### src/design/hbp_pkg.sv
package hbp_pkg;

  localparam int SYMBOL_COUNT     = 256;
  localparam int MAX_CODE_LEN_DEF = 32;
  localparam int SYM_W            = 9;
  localparam int CODE_LEN_W       = 6;
  localparam int CODE_BITS_W      = 32;
  localparam int BYTE_W           = 8;
  localparam int TAB_DEPTH        = SYMBOL_COUNT + 1;
  localparam int TAB_AW           = $clog2(TAB_DEPTH);
  localparam int QUEUE_DEPTH      = 2;

  localparam int IN_TUSER_W  = 2;
  localparam int IN_TDATA_W  = ((SYM_W + CODE_LEN_W + CODE_BITS_W + 7) / 8) * 8;
  localparam int OUT_TDATA_W = BYTE_W;
  localparam int OUT_TUSER_W = 1;

  localparam logic [IN_TUSER_W-1:0] MODE_LOAD   = 2'd0;
  localparam logic [IN_TUSER_W-1:0] MODE_ENCODE = 2'd1;
  localparam logic [IN_TUSER_W-1:0] MODE_FINISH = 2'd2;

  typedef enum logic [1:0] {
    KIND_CODE,
    KIND_ERROR,
    KIND_FINISH
  } hbp_kind_t;

  typedef struct packed {
    hbp_kind_t                kind;
    logic [CODE_LEN_W-1:0]    len;
    logic [CODE_BITS_W-1:0]   bits;
  } hbp_cmd_t;

endpackage

### src/design/hbp_queue.sv
module hbp_queue (
  input  logic              clk,
  input  logic              rst_n,
  input  logic              push,
  input  hbp_pkg::hbp_cmd_t cmd_in,
  output logic              full,
  input  logic              pop,
  output logic              empty,
  output hbp_pkg::hbp_cmd_t head
);
  import hbp_pkg::*;

  localparam int QPW = (QUEUE_DEPTH > 1) ? $clog2(QUEUE_DEPTH) : 1;
  localparam int QCW = $clog2(QUEUE_DEPTH + 1);

  hbp_cmd_t         ent_r [QUEUE_DEPTH];
  logic [QPW-1:0]   wp_r;
  logic [QPW-1:0]   wp_nxt;
  logic [QPW-1:0]   rp_r;
  logic [QPW-1:0]   rp_nxt;
  logic [QCW-1:0]   cnt_r;
  logic [QCW-1:0]   cnt_nxt;
  logic             do_push;
  logic             do_pop;

  always_comb begin
    full    = (cnt_r == QCW'(QUEUE_DEPTH));
    empty   = (cnt_r == '0);
    do_push = push && !full;
    do_pop  = pop && !empty;
    head    = ent_r[rp_r];
    wp_nxt  = wp_r;
    rp_nxt  = rp_r;
    if (do_push) begin
      wp_nxt = (wp_r == QPW'(QUEUE_DEPTH - 1)) ? '0 : wp_r + 1'b1;
    end
    if (do_pop) begin
      rp_nxt = (rp_r == QPW'(QUEUE_DEPTH - 1)) ? '0 : rp_r + 1'b1;
    end
    unique case ({do_push, do_pop})
      2'b10:   cnt_nxt = cnt_r + 1'b1;
      2'b01:   cnt_nxt = cnt_r - 1'b1;
      default: cnt_nxt = cnt_r;
    endcase
  end

  always_ff @(posedge clk) begin
    if (!rst_n) begin
      wp_r  <= '0;
      rp_r  <= '0;
      cnt_r <= '0;
    end else begin
      wp_r  <= wp_nxt;
      rp_r  <= rp_nxt;
      cnt_r <= cnt_nxt;
    end
  end

  always_ff @(posedge clk) begin
    if (do_push) begin
      ent_r[wp_r] <= cmd_in;
    end
  end

`ifndef SYNTHESIS
  a_no_overflow: assert property (@(posedge clk) disable iff (!rst_n)
    push |-> !full)
    else $error("word pushed into a full command queue");
`endif

endmodule

### config.mk
export PLATFORM = sky130hd
export DESIGN_NAME = hbp_queue
export DESIGN_NICKNAME = d
export VERILOG_FILES = /design/src/design/hbp_pkg.sv /design/src/design/hbp_queue.sv
export SDC_FILE = /design/constraint.sdc
export NUM_CORES = 1
export LEC_CHECK = 0
export ABC_AREA = 1
export BUFFER_PORTS_ARGS = -buffer_cell sky130_fd_sc_hd__buf_2
export CAP_MARGIN = 20
export CORE_MARGIN = 10
export CORE_UTILIZATION = 35
export DETAILED_ROUTE_END_ITERATION = 6
export PLACE_DENSITY = 0.57
export SLEW_MARGIN = 20
export SYNTH_ARGS = -nofsm -noshare
export SYNTH_HDL_FRONTEND = slang
export SYNTH_SLANG_ARGS = --single-unit
### constraint.sdc
create_clock -name clk -period 8 [get_ports clk]
set_input_delay 1.6 -clock clk [delete_from_list [all_inputs] [get_ports clk]]
set_output_delay 1.6 -clock clk [all_outputs]
set_load 0.05 [all_outputs]
==> impl_metrics.env <==
export IMPL_yosysWarnings=0
export IMPL_via_per_inst=4.51
export IMPL_n_antenna_cell=0
export IMPL_p_leak_uw=0.00145
export IMPL_required_ns=6.40
export IMPL_p_switching_uw=420
export IMPL_fin_crit_sh=0.451
export IMPL_place_inst=354
export IMPL_endpoint_kind="output pin"
export IMPL_setup_tns_ns=0
export IMPL_antenna_found_initial=0
export IMPL_synth_edf_count=80
export IMPL_place_ws_ns=4.71
export IMPL_yosys_cell_count_top_type="edfxtp_1"
export IMPL_syn_to_final_growth_pct=21.5
export IMPL_ir_worst_vdd_mv=0.127
export IMPL_num_rows=34
export IMPL_worstMarginPinSlew_ns=1.03
export IMPL_synth_xor_area_share=0
export IMPL_slew_headroom=0.316
export IMPL_initial_core_util=0.360
export IMPL_synthAdderAreaFrac=0.00396
export IMPL_pwr_share_seq=0.491
export IMPL_synth_area_leader_cell="edfxtp_1"
export IMPL_synthFlopType="edfxtp_1"
export IMPL_drive_gt1_frac=0.556
export IMPL_drc=0
export IMPL_avgRoutedWirePerCell_um=16.5
export IMPL_numPortBuffers=85
export IMPL_grt_max_degree=41
export IMPL_outcome="completed"
export IMPL_critPathArrivalTime_ns=2.01
export IMPL_track_usage=0.0927
export IMPL_hold_buffers=0
export IMPL_grt_pass1_vias=1876
export IMPL_swShare=0.360
export IMPL_syn_nets=209
export IMPL_ctsResizeCount=0
export IMPL_grt_first_pass_wirelength_um=9540
export IMPL_synth_seq_area_share=0.793
export IMPL_internal_power_uw=748
export IMPL_ys_ff_latch=85
export IMPL_htreeDepth=3
export IMPL_clock_latency_ns=0.34
export IMPL_via_count=1666
export IMPL_clockBufferDepth=2
export IMPL_drt_pre_antenna_iters=4
export IMPL_synth_area_um2=3160
export IMPL_grt_overflow=0
export IMPL_pwr_share_comb=0.294
export IMPL_die_area_um2=13200
export IMPL_async_flop_share=0
export IMPL_dpl_hpwl_um=4030
export IMPL_yosys_area_share_simple=0.0293
export IMPL_power_density_nw_per_um2=305
export IMPL_core_um2=8760
export IMPL_hold_class="flip-flop to flip-flop"
export IMPL_hold_violations=0
export IMPL_clock_sinks=85
export IMPL_die_w_um=115
export IMPL_power_frac_clock=0.215
export IMPL_drt_iter0_markers=60
export IMPL_synth_compound_area_frac=0.00317
export IMPL_synthMuxAreaShare=0.143
export IMPL_fin_nets=302
export IMPL_holdWs_ns=0.499
export IMPL_setup_viol=0
export IMPL_path_max_fanout=40
export IMPL_drv_cap=0
export IMPL_clk_pin_slew_worst_paths_ns=0.08
export IMPL_fin_crit_ns=3.61
export IMPL_rsz0062_at_grt="false"
export IMPL_worst_clock_skew_ns=0.00798
export IMPL_syn_area_per_cell_um2=19.2
export IMPL_gp_congestion=0.642
export IMPL_ios=86
export IMPL_synth_top_family_by_area="multiplexers"
export IMPL_tritoncts="built"
export IMPL_postRouteAntennaNets=0
export IMPL_syn_inst=164
export IMPL_fin_cells=369
export IMPL_worstSetupPathType="flip-flop to output pin"
export IMPL_ys_top_cells_by_count="edfxtp_1, mux2_2, nor2_1"
export IMPL_fin_ws_ns=4.39
export IMPL_cts_buffers=9
export IMPL_drt_total_wl_um=6100
export IMPL_die_h_um=115
export IMPL_netlist_area_leader_share=0.761
export IMPL_slew_viol_final=0
export IMPL_max_freq_mhz=277
export IMPL_netlist_top_cells_area="edfxtp_1, mux2_2, dfxtp_1, clkbuf_8, nor2_1"
export IMPL_ys_types=14
export IMPL_start_kind="flip-flop"
export IMPL_total_power_uw=1170
export IMPL_postCtsSetupBuffers=0
export IMPL_clockRootBuffer="clkbuf_8"
## layout make-up
class	count	area, um2
repair buffers	86	433
clock buffers	10	128
clock inverters	5	28.8
multi-input cells	66	573
flip-flops and latches	85	2500
well taps	108	135
fillers	828	4930
inverters	9	33.8
## per-stage QoR
step	util	cell area (um2)
CTS	0.438	3830
floorplan	-	3160
finish	0.438	3830
global placement	0.420	3680
global route	0.438	3830
detailed placement	0.420	3680
## flip-flops by register name, indices dropped and copies added, names as in the netlist, named ones only
register / cells
rp_r: 1
wp_r: 1
ent_r: 80
cnt_r: 2
## cells in the final DEF (no fill, tap or decap), drive strengths merged
cell,synthesis,routed
buf,0,86
edfxtp,80,80
mux2,40,40
nor2,13,13
clkbuf,4,10
inv,9,9
nand2,8,8
dfxtp,5,5
clkinv,0,3
clkinvlp,0,2
nand3,1,1
o21ai,1,1
a21oi,1,1
nand4,1,1
ha,1,1
## layer usage
layer  wire [um]  track usage
met1        2530        0.101
met2        2990        0.153
met3         521       0.0495
met4          62       0.0272
met5           0            0
## kinds of logic after synthesis
kind of cell               count (synthesis)
and+or+nand+nor                           23
adders and majority gates                  1
AOI/OAI and AO/OA                          2
buffers and inverters                     13
DFF                                       85
muxes                                     40
## critical path, cell delays in order, from the launching register on
cell	delay (ns)
dfxtp_2	1.01
mux2_2	0.43
buf_2	0.21
## path summary, 6_finish.rpt
check | from | endpoint | slack, ns | depth (start not counted)
min reg2reg | rp_r | flip-flop | 0.50 | 2
max reg2reg | cnt_r[0] | ent_r[0][24] | 6.11 | 5
max | flip-flop | head[23] | 4.39 | 2
min | rp_r | flip-flop | 0.50 | 2
## power groups by stage
stage | Sequential (uW) | Clock (uW) | Combinational (uW)
2_1_floorplan | 565 | 0 | 294
3_3_place_gp | 583 | 0 | 349
3_5_place_dp | 586 | 0 | 350
4_1_cts | 576 | 262 | 352
5_1_grt | 581 | 280 | 367
6_report | 574 | 251 | 344
No activity file was read; power rests on OpenSTA's default activity.
