$ cat src/design/hbp_pkg.sv
package hbp_pkg;

  localparam int SYMBOL_COUNT     = 256;
  localparam int MAX_CODE_LEN_DEF = 32;
  localparam int SYM_W            = 9;
  localparam int CODE_LEN_W       = 6;
  localparam int CODE_BITS_W      = 32;
  localparam int BYTE_W           = 8;
  localparam int TAB_DEPTH        = SYMBOL_COUNT + 1;
  localparam int TAB_AW           = $clog2(TAB_DEPTH);
  localparam int QUEUE_DEPTH      = 2;

  localparam int IN_TUSER_W  = 2;
  localparam int IN_TDATA_W  = ((SYM_W + CODE_LEN_W + CODE_BITS_W + 7) / 8) * 8;
  localparam int OUT_TDATA_W = BYTE_W;
  localparam int OUT_TUSER_W = 1;

  localparam logic [IN_TUSER_W-1:0] MODE_LOAD   = 2'd0;
  localparam logic [IN_TUSER_W-1:0] MODE_ENCODE = 2'd1;
  localparam logic [IN_TUSER_W-1:0] MODE_FINISH = 2'd2;

  typedef enum logic [1:0] {
    KIND_CODE,
    KIND_ERROR,
    KIND_FINISH
  } hbp_kind_t;

  typedef struct packed {
    hbp_kind_t                kind;
    logic [CODE_LEN_W-1:0]    len;
    logic [CODE_BITS_W-1:0]   bits;
  } hbp_cmd_t;

endpackage

$ cat src/design/hbp_back.sv
module hbp_back (
  input  logic                            clk,
  input  logic                            rst_n,
  input  logic                            q_empty,
  input  hbp_pkg::hbp_cmd_t               q_head,
  output logic                            q_pop,
  output logic                            out_tvalid,
  input  logic                            out_tready,
  output logic [hbp_pkg::OUT_TDATA_W-1:0] out_tdata,
  output logic                            out_tlast,
  output logic [hbp_pkg::OUT_TUSER_W-1:0] out_tuser
);
  import hbp_pkg::*;

  localparam int CNT_W = $clog2(BYTE_W + 1);

  localparam logic [1:0] ST_IDLE  = 2'd0;
  localparam logic [1:0] ST_SHIFT = 2'd1;
  localparam logic [1:0] ST_FIN   = 2'd2;
  localparam logic [1:0] ST_ERR   = 2'd3;

  logic [1:0]               state_r, state_nxt;
  logic [BYTE_W-1:0]        buf_r, buf_nxt;
  logic [CNT_W-1:0]         cnt_r, cnt_nxt;
  logic [CODE_LEN_W-1:0]    rem_r, rem_nxt;
  logic [CODE_BITS_W-1:0]   sh_r, sh_nxt;
  logic                     fin_r, fin_nxt;
  logic                     out_v_r, out_v_nxt;
  logic [BYTE_W-1:0]        out_byte_r;
  logic                     out_last_r;
  logic                     out_err_r;

  logic                     out_free;
  logic [CNT_W-1:0]         space;
  logic [CNT_W-1:0]         take;
  logic [CNT_W-1:0]         cnt_sum;
  logic                     byte_full;
  logic [CODE_LEN_W-1:0]    rem_left;
  logic [2*BYTE_W-1:0]      win;
  logic [2*BYTE_W-1:0]      fill;
  logic                     emit;
  logic [BYTE_W-1:0]        emit_byte;
  logic                     emit_last;
  logic                     emit_err;

  always_comb begin
    out_free  = !out_v_r || out_tready;
    q_pop     = (state_r == ST_IDLE) && !q_empty;
    space     = CNT_W'(BYTE_W) - cnt_r;
    take      = (rem_r >= CODE_LEN_W'(space)) ? space : CNT_W'(rem_r);
    cnt_sum   = cnt_r + take;
    byte_full = (cnt_sum == CNT_W'(BYTE_W));
    rem_left  = rem_r - CODE_LEN_W'(take);
    win       = {buf_r, sh_r[CODE_BITS_W-1 -: BYTE_W]};
    fill      = win >> (CNT_W'(BYTE_W) - take);

    state_nxt = state_r;
    buf_nxt   = buf_r;
    cnt_nxt   = cnt_r;
    rem_nxt   = rem_r;
    sh_nxt    = sh_r;
    fin_nxt   = fin_r;
    emit      = 1'b0;
    emit_byte = '0;
    emit_last = 1'b0;
    emit_err  = 1'b0;

    unique case (state_r)
      ST_IDLE: begin
        if (q_pop) begin
          fin_nxt = (q_head.kind == KIND_FINISH);
          rem_nxt = q_head.len;
          sh_nxt  = q_head.bits << (CODE_LEN_W'(CODE_BITS_W) - q_head.len);
          unique case (q_head.kind)
            KIND_CODE:   state_nxt = ST_SHIFT;
            KIND_ERROR:  state_nxt = ST_ERR;
            KIND_FINISH: state_nxt = (q_head.len == '0) ? ST_FIN : ST_SHIFT;
            default:     state_nxt = ST_IDLE;
          endcase
        end
      end
      ST_SHIFT: begin
        if (!byte_full || out_free) begin
          sh_nxt  = sh_r << take;
          rem_nxt = rem_left;
          if (byte_full) begin
            emit      = 1'b1;
            emit_byte = fill[BYTE_W-1:0];
            emit_last = fin_r && (rem_left == '0);
            buf_nxt   = '0;
            cnt_nxt   = '0;
          end else begin
            buf_nxt = fill[BYTE_W-1:0];
            cnt_nxt = cnt_sum;
          end
          if (rem_left == '0) begin
            state_nxt = (fin_r && !byte_full) ? ST_FIN : ST_IDLE;
          end
        end
      end
      ST_FIN: begin
        if (out_free) begin
          emit      = 1'b1;
          emit_byte = buf_r << (CNT_W'(BYTE_W) - cnt_r);
          emit_last = 1'b1;
          buf_nxt   = '0;
          cnt_nxt   = '0;
          state_nxt = ST_IDLE;
        end
      end
      ST_ERR: begin
        if (out_free) begin
          emit      = 1'b1;
          emit_err  = 1'b1;
          state_nxt = ST_IDLE;
        end
      end
    endcase

    out_v_nxt = emit || (out_v_r && !out_tready);
  end

  always_ff @(posedge clk) begin
    if (!rst_n) begin
      state_r <= ST_IDLE;
      buf_r   <= '0;
      cnt_r   <= '0;
      rem_r   <= '0;
      fin_r   <= 1'b0;
      out_v_r <= 1'b0;
    end else begin
      state_r <= state_nxt;
      buf_r   <= buf_nxt;
      cnt_r   <= cnt_nxt;
      rem_r   <= rem_nxt;
      fin_r   <= fin_nxt;
      out_v_r <= out_v_nxt;
    end
  end

  always_ff @(posedge clk) begin
    sh_r <= sh_nxt;
    if (emit) begin
      out_byte_r <= emit_byte;
      out_last_r <= emit_last;
      out_err_r  <= emit_err;
    end
  end

  assign out_tvalid = out_v_r;
  assign out_tdata  = out_byte_r;
  assign out_tlast  = out_last_r;
  assign out_tuser  = out_err_r;

`ifndef SYNTHESIS
  a_err_word: assert property (@(posedge clk) disable iff (!rst_n)
    (out_v_r && out_err_r) |-> ((out_byte_r == '0) && !out_last_r))
    else $error("error word carries data or a last mark");
  a_shift_work: assert property (@(posedge clk) disable iff (!rst_n)
    (state_r == ST_SHIFT) |-> (rem_r != '0))
    else $error("packer shifting with no code bits left");
  a_cnt_range: assert property (@(posedge clk) disable iff (!rst_n)
    (cnt_r < CNT_W'(BYTE_W)))
    else $error("packer holds a full byte that was not sent");
`endif

endmodule

$ cat config.mk
export PLATFORM = sky130hd
export DESIGN_NAME = hbp_back
export DESIGN_NICKNAME = d
export VERILOG_FILES = /design/src/design/hbp_pkg.sv /design/src/design/hbp_back.sv
export SDC_FILE = /design/constraint.sdc
export NUM_CORES = 1
export LEC_CHECK = 0
export CAP_MARGIN = 20
export CORE_MARGIN = 5
export CORE_UTILIZATION = 35
export CTS_CLUSTER_SIZE = 40
export DETAILED_ROUTE_END_ITERATION = 16
export DONT_BUFFER_PORTS = 1
export GPL_TIMING_DRIVEN = 0
export SLEW_MARGIN = 20
export SYNTH_ARGS = -nofsm -noshare
export SYNTH_HDL_FRONTEND = slang
export SYNTH_SLANG_ARGS = --single-unit
export TNS_END_PERCENT = 10
$ cat constraint.sdc
create_clock -name clk -period 8.3 [get_ports clk]
set_input_delay 0.415 -clock clk [delete_from_list [all_inputs] [get_ports clk]]
set_output_delay 0.415 -clock clk [all_outputs]
set_load 0.01 [all_outputs]
==> impl_metrics.json <==
{
  "clock.fmax_ghz": 0.146,
  "syn_to_final_growth_pct": 9.59,
  "setup_violations": 0,
  "antennaDiodeCount": 0,
  "clock-sinks": 64,
  "num_rows": 51,
  "multi_input_area_um2": 4780,
  "synth_cell_type_count": 70,
  "synthArstFlopShare": 0,
  "gr-usage-all-layers": 0.184,
  "fin_worst_skew_ps": 9.77,
  "crit_arrival_ps": 6850,
  "ant_nets": 0,
  "via_per_inst": 5.92,
  "tritoncts": "built",
  "die_h_um": 149,
  "vias": 6301,
  "io_pins": 56,
  "syn_area_um2": 6800,
  "fp.dieW_um": 149,
  "htreeDepth": 3,
  "path_cells": "inv_1 > ha_1 > xor2_1 > clkbuf_1 > ha_1 > a21oi_1 > o21ai_0 > maj3_2 > nor3_1 > a21o_1 > buf_2 > buf_2 > buf_2 > ha_1 > ha_1 > a21oi_1 > o311a_1 > nand3_1 > nor3b_4 > a31oi_1 > buf_2 > inv_2 > a31oi_1",
  "clock_latency_ps": 350,
  "syn-instance-count": 784,
  "start_kind": "register",
  "antenna_found_initial": 0,
  "grt_max_degree": 40,
  "drc": 0,
  "finalNonFillerCells": 1065,
  "grt_pass1_wl_um": 32800,
  "outcome": "completed",
  "gp_congestion": 0.930,
  "path_buf_inv": 7,
  "overflow": 0,
  "path_max_fanout": 39,
  "slowest_delay_ps": 770,
  "nets": 855,
  "setup_tns_ps": 0,
  "r2r_slack_ps": 1450,
  "grt_pass1_vias": 6090,
  "hold_viol": 0,
  "fin_area_um2": 7450,
  "synth_edf_count": 42,
  "crit_required_ps": 8300,
  "slowest_stage": "buf_2",
  "place_hpwl_um": 16200,
  "ctsResizeCount": 0,
  "path_clk_slew_ps": 60,
  "final_util": 0.387,
  "seq_area_frac_synth": 0.250,
  "io_buffers": 0,
  "cts-root-buf": "clkbuf_16",
  "cts_setup_buffers": 0,
  "firstDrtPassIters": 5,
  "ys_ff_latch": 64,
  "post_drt_wl_per_cell_um": 19.3,
  "die_area_um2": 22300,
  "period_share": 0.825,
  "period_needed_ps": 6850,
  "ys.flop_type": "edfxtp_1",
  "synth_area_per_cell_um2": 8.67,
  "synth_fp_nets": 844,
  "drt_wl_total_um": 20600,
  "drt-initial-drc-count": 450,
  "holdBufCountCts": 0,
  "ys.warnings.count": 0,
  "cap_violations": 0,
  "clock_path_buffers": 2,
  "drive_gt1_frac": 0.0875,
  "place_area_um2": 7130,
  "cts_buffers": 9,
  "worst_slew_pin_slew_ps": 896,
  "initial_core_util": 0.353,
  "slew_violations": 0,
  "seq_area_um2": 1700,
  "critPathCaptureType": "register",
  "coreArea_um2": 19300,
  "fillCellCount": 2031,
  "place_inst": 1049,
  "rsz0062_at_grt": "no",
  "timing_worst_setup_path_type": "register to register",
  "holdCritPathClass": "input pin to register",
  "crit_family": "buffers and inverters",
  "slew_headroom": 0.403
}
## metal layers
layer | vias to the layer above | GRT usage | share of wire
li1 | 3016 | - | -
met1 | 2976 | 0.259 | 0.46
met2 | 270 | 0.284 | 0.45
met3 | 39 | 0.0307 | 0.066
met4 | 0 | 0.0700 | 0.025
met5 | - | 0 | 0
## worst paths after layout
path,cells after the start,start,to
setup / recovery,23,cnt_r[0],sh_r[31]
hold / removal,3,q_head[39],state_r[0]
setup reg to reg,23,cnt_r[0],sh_r[31]
hold reg to reg,2,state_r[1],state_r[1]
## stage by stage
stage	hold WS (ps)	worst slack, ps
4_1_cts	308	1480
6_report	316	1450
2_1_floorplan	471	2760
3_5_place_dp	502	1520
5_1_grt	317	940
3_3_place_gp	492	1540
## sequential cells by signal, summed over array words and instances (netlist names)
name and cells:
sh_r 32, buf_r 8, out_tdata 8, rem_r 6
cnt_r 4, state_r 2, fin_r 1, out_tlast 1
out_tuser 1, out_tvalid 1
## placed cells by master (no fill, tap or decap), types with 12 or more instances in the layout
master      n
nor2b_1    14
mux4_2     23
o21ai_0    23
nand3_1    21
edfxtp_1   42
nor3_1     12
clkbuf_1   36
nand2_1   116
o22ai_1    14
inv_1      16
a32o_1     12
ha_1       16
a21oi_1    38
nor2_1     57
mux2i_1   118
a211oi_1   18
dfxtp_1    22
## worst min-delay path: stages
cell and delay [ps]:
o21ai_0 60, nand3_1 80, mux2i_1 60
## final cells by class
type                            count  area share
Buffer                             56      0.0321
Tap cell                          265      0.0445
Clock inverter                      7      0.0128
Clock buffer                        9      0.0302
Inverter                           21      0.0106
Sequential cell                    64       0.228
Multi-Input combinational cell    643       0.641
## Yosys cell counts, types with 10 or more instances
cell type / instances / area, um2
edfxtp_1: 42 / 1260
nor2_1: 57 / 214
a21oi_1: 38 / 190
o221ai_1: 10 / 87.6
nor2b_1: 14 / 87.6
clkbuf_1: 36 / 135
xnor2_1: 10 / 87.6
dfxtp_1: 22 / 440
a211oi_1: 18 / 135
mux2i_1: 118 / 1180
o22ai_1: 14 / 87.6
o21ai_0: 23 / 115
nand3_1: 21 / 105
a32o_1: 12 / 120
inv_1: 16 / 60.1
mux4_2: 23 / 518
nor3_1: 12 / 60.1
o21ai_1: 10 / 50.1
nand2_1: 116 / 435
ha_1: 16 / 200
## logic make-up (layout without fill, tap and decap cells)
group / count (synthesis) / after routing / share of synthesized area
multiplexers: 151 / 151 / 0.267
AND/OR/NAND/NOR: 252 / 252 / 0.169
AO/OA/AOI/OAI: 205 / 205 / 0.211
XOR/XNOR: 17 / 17 / 0.0230
adder cells (fa/ha/maj): 18 / 18 / 0.0326
buffers and inverters: 77 / 93 / 0.0468
flip-flops: 64 / 64 / 0.250
Power is not shown: default switching activity piles up to over one toggle a cycle in this logic, so the estimate is an artifact.
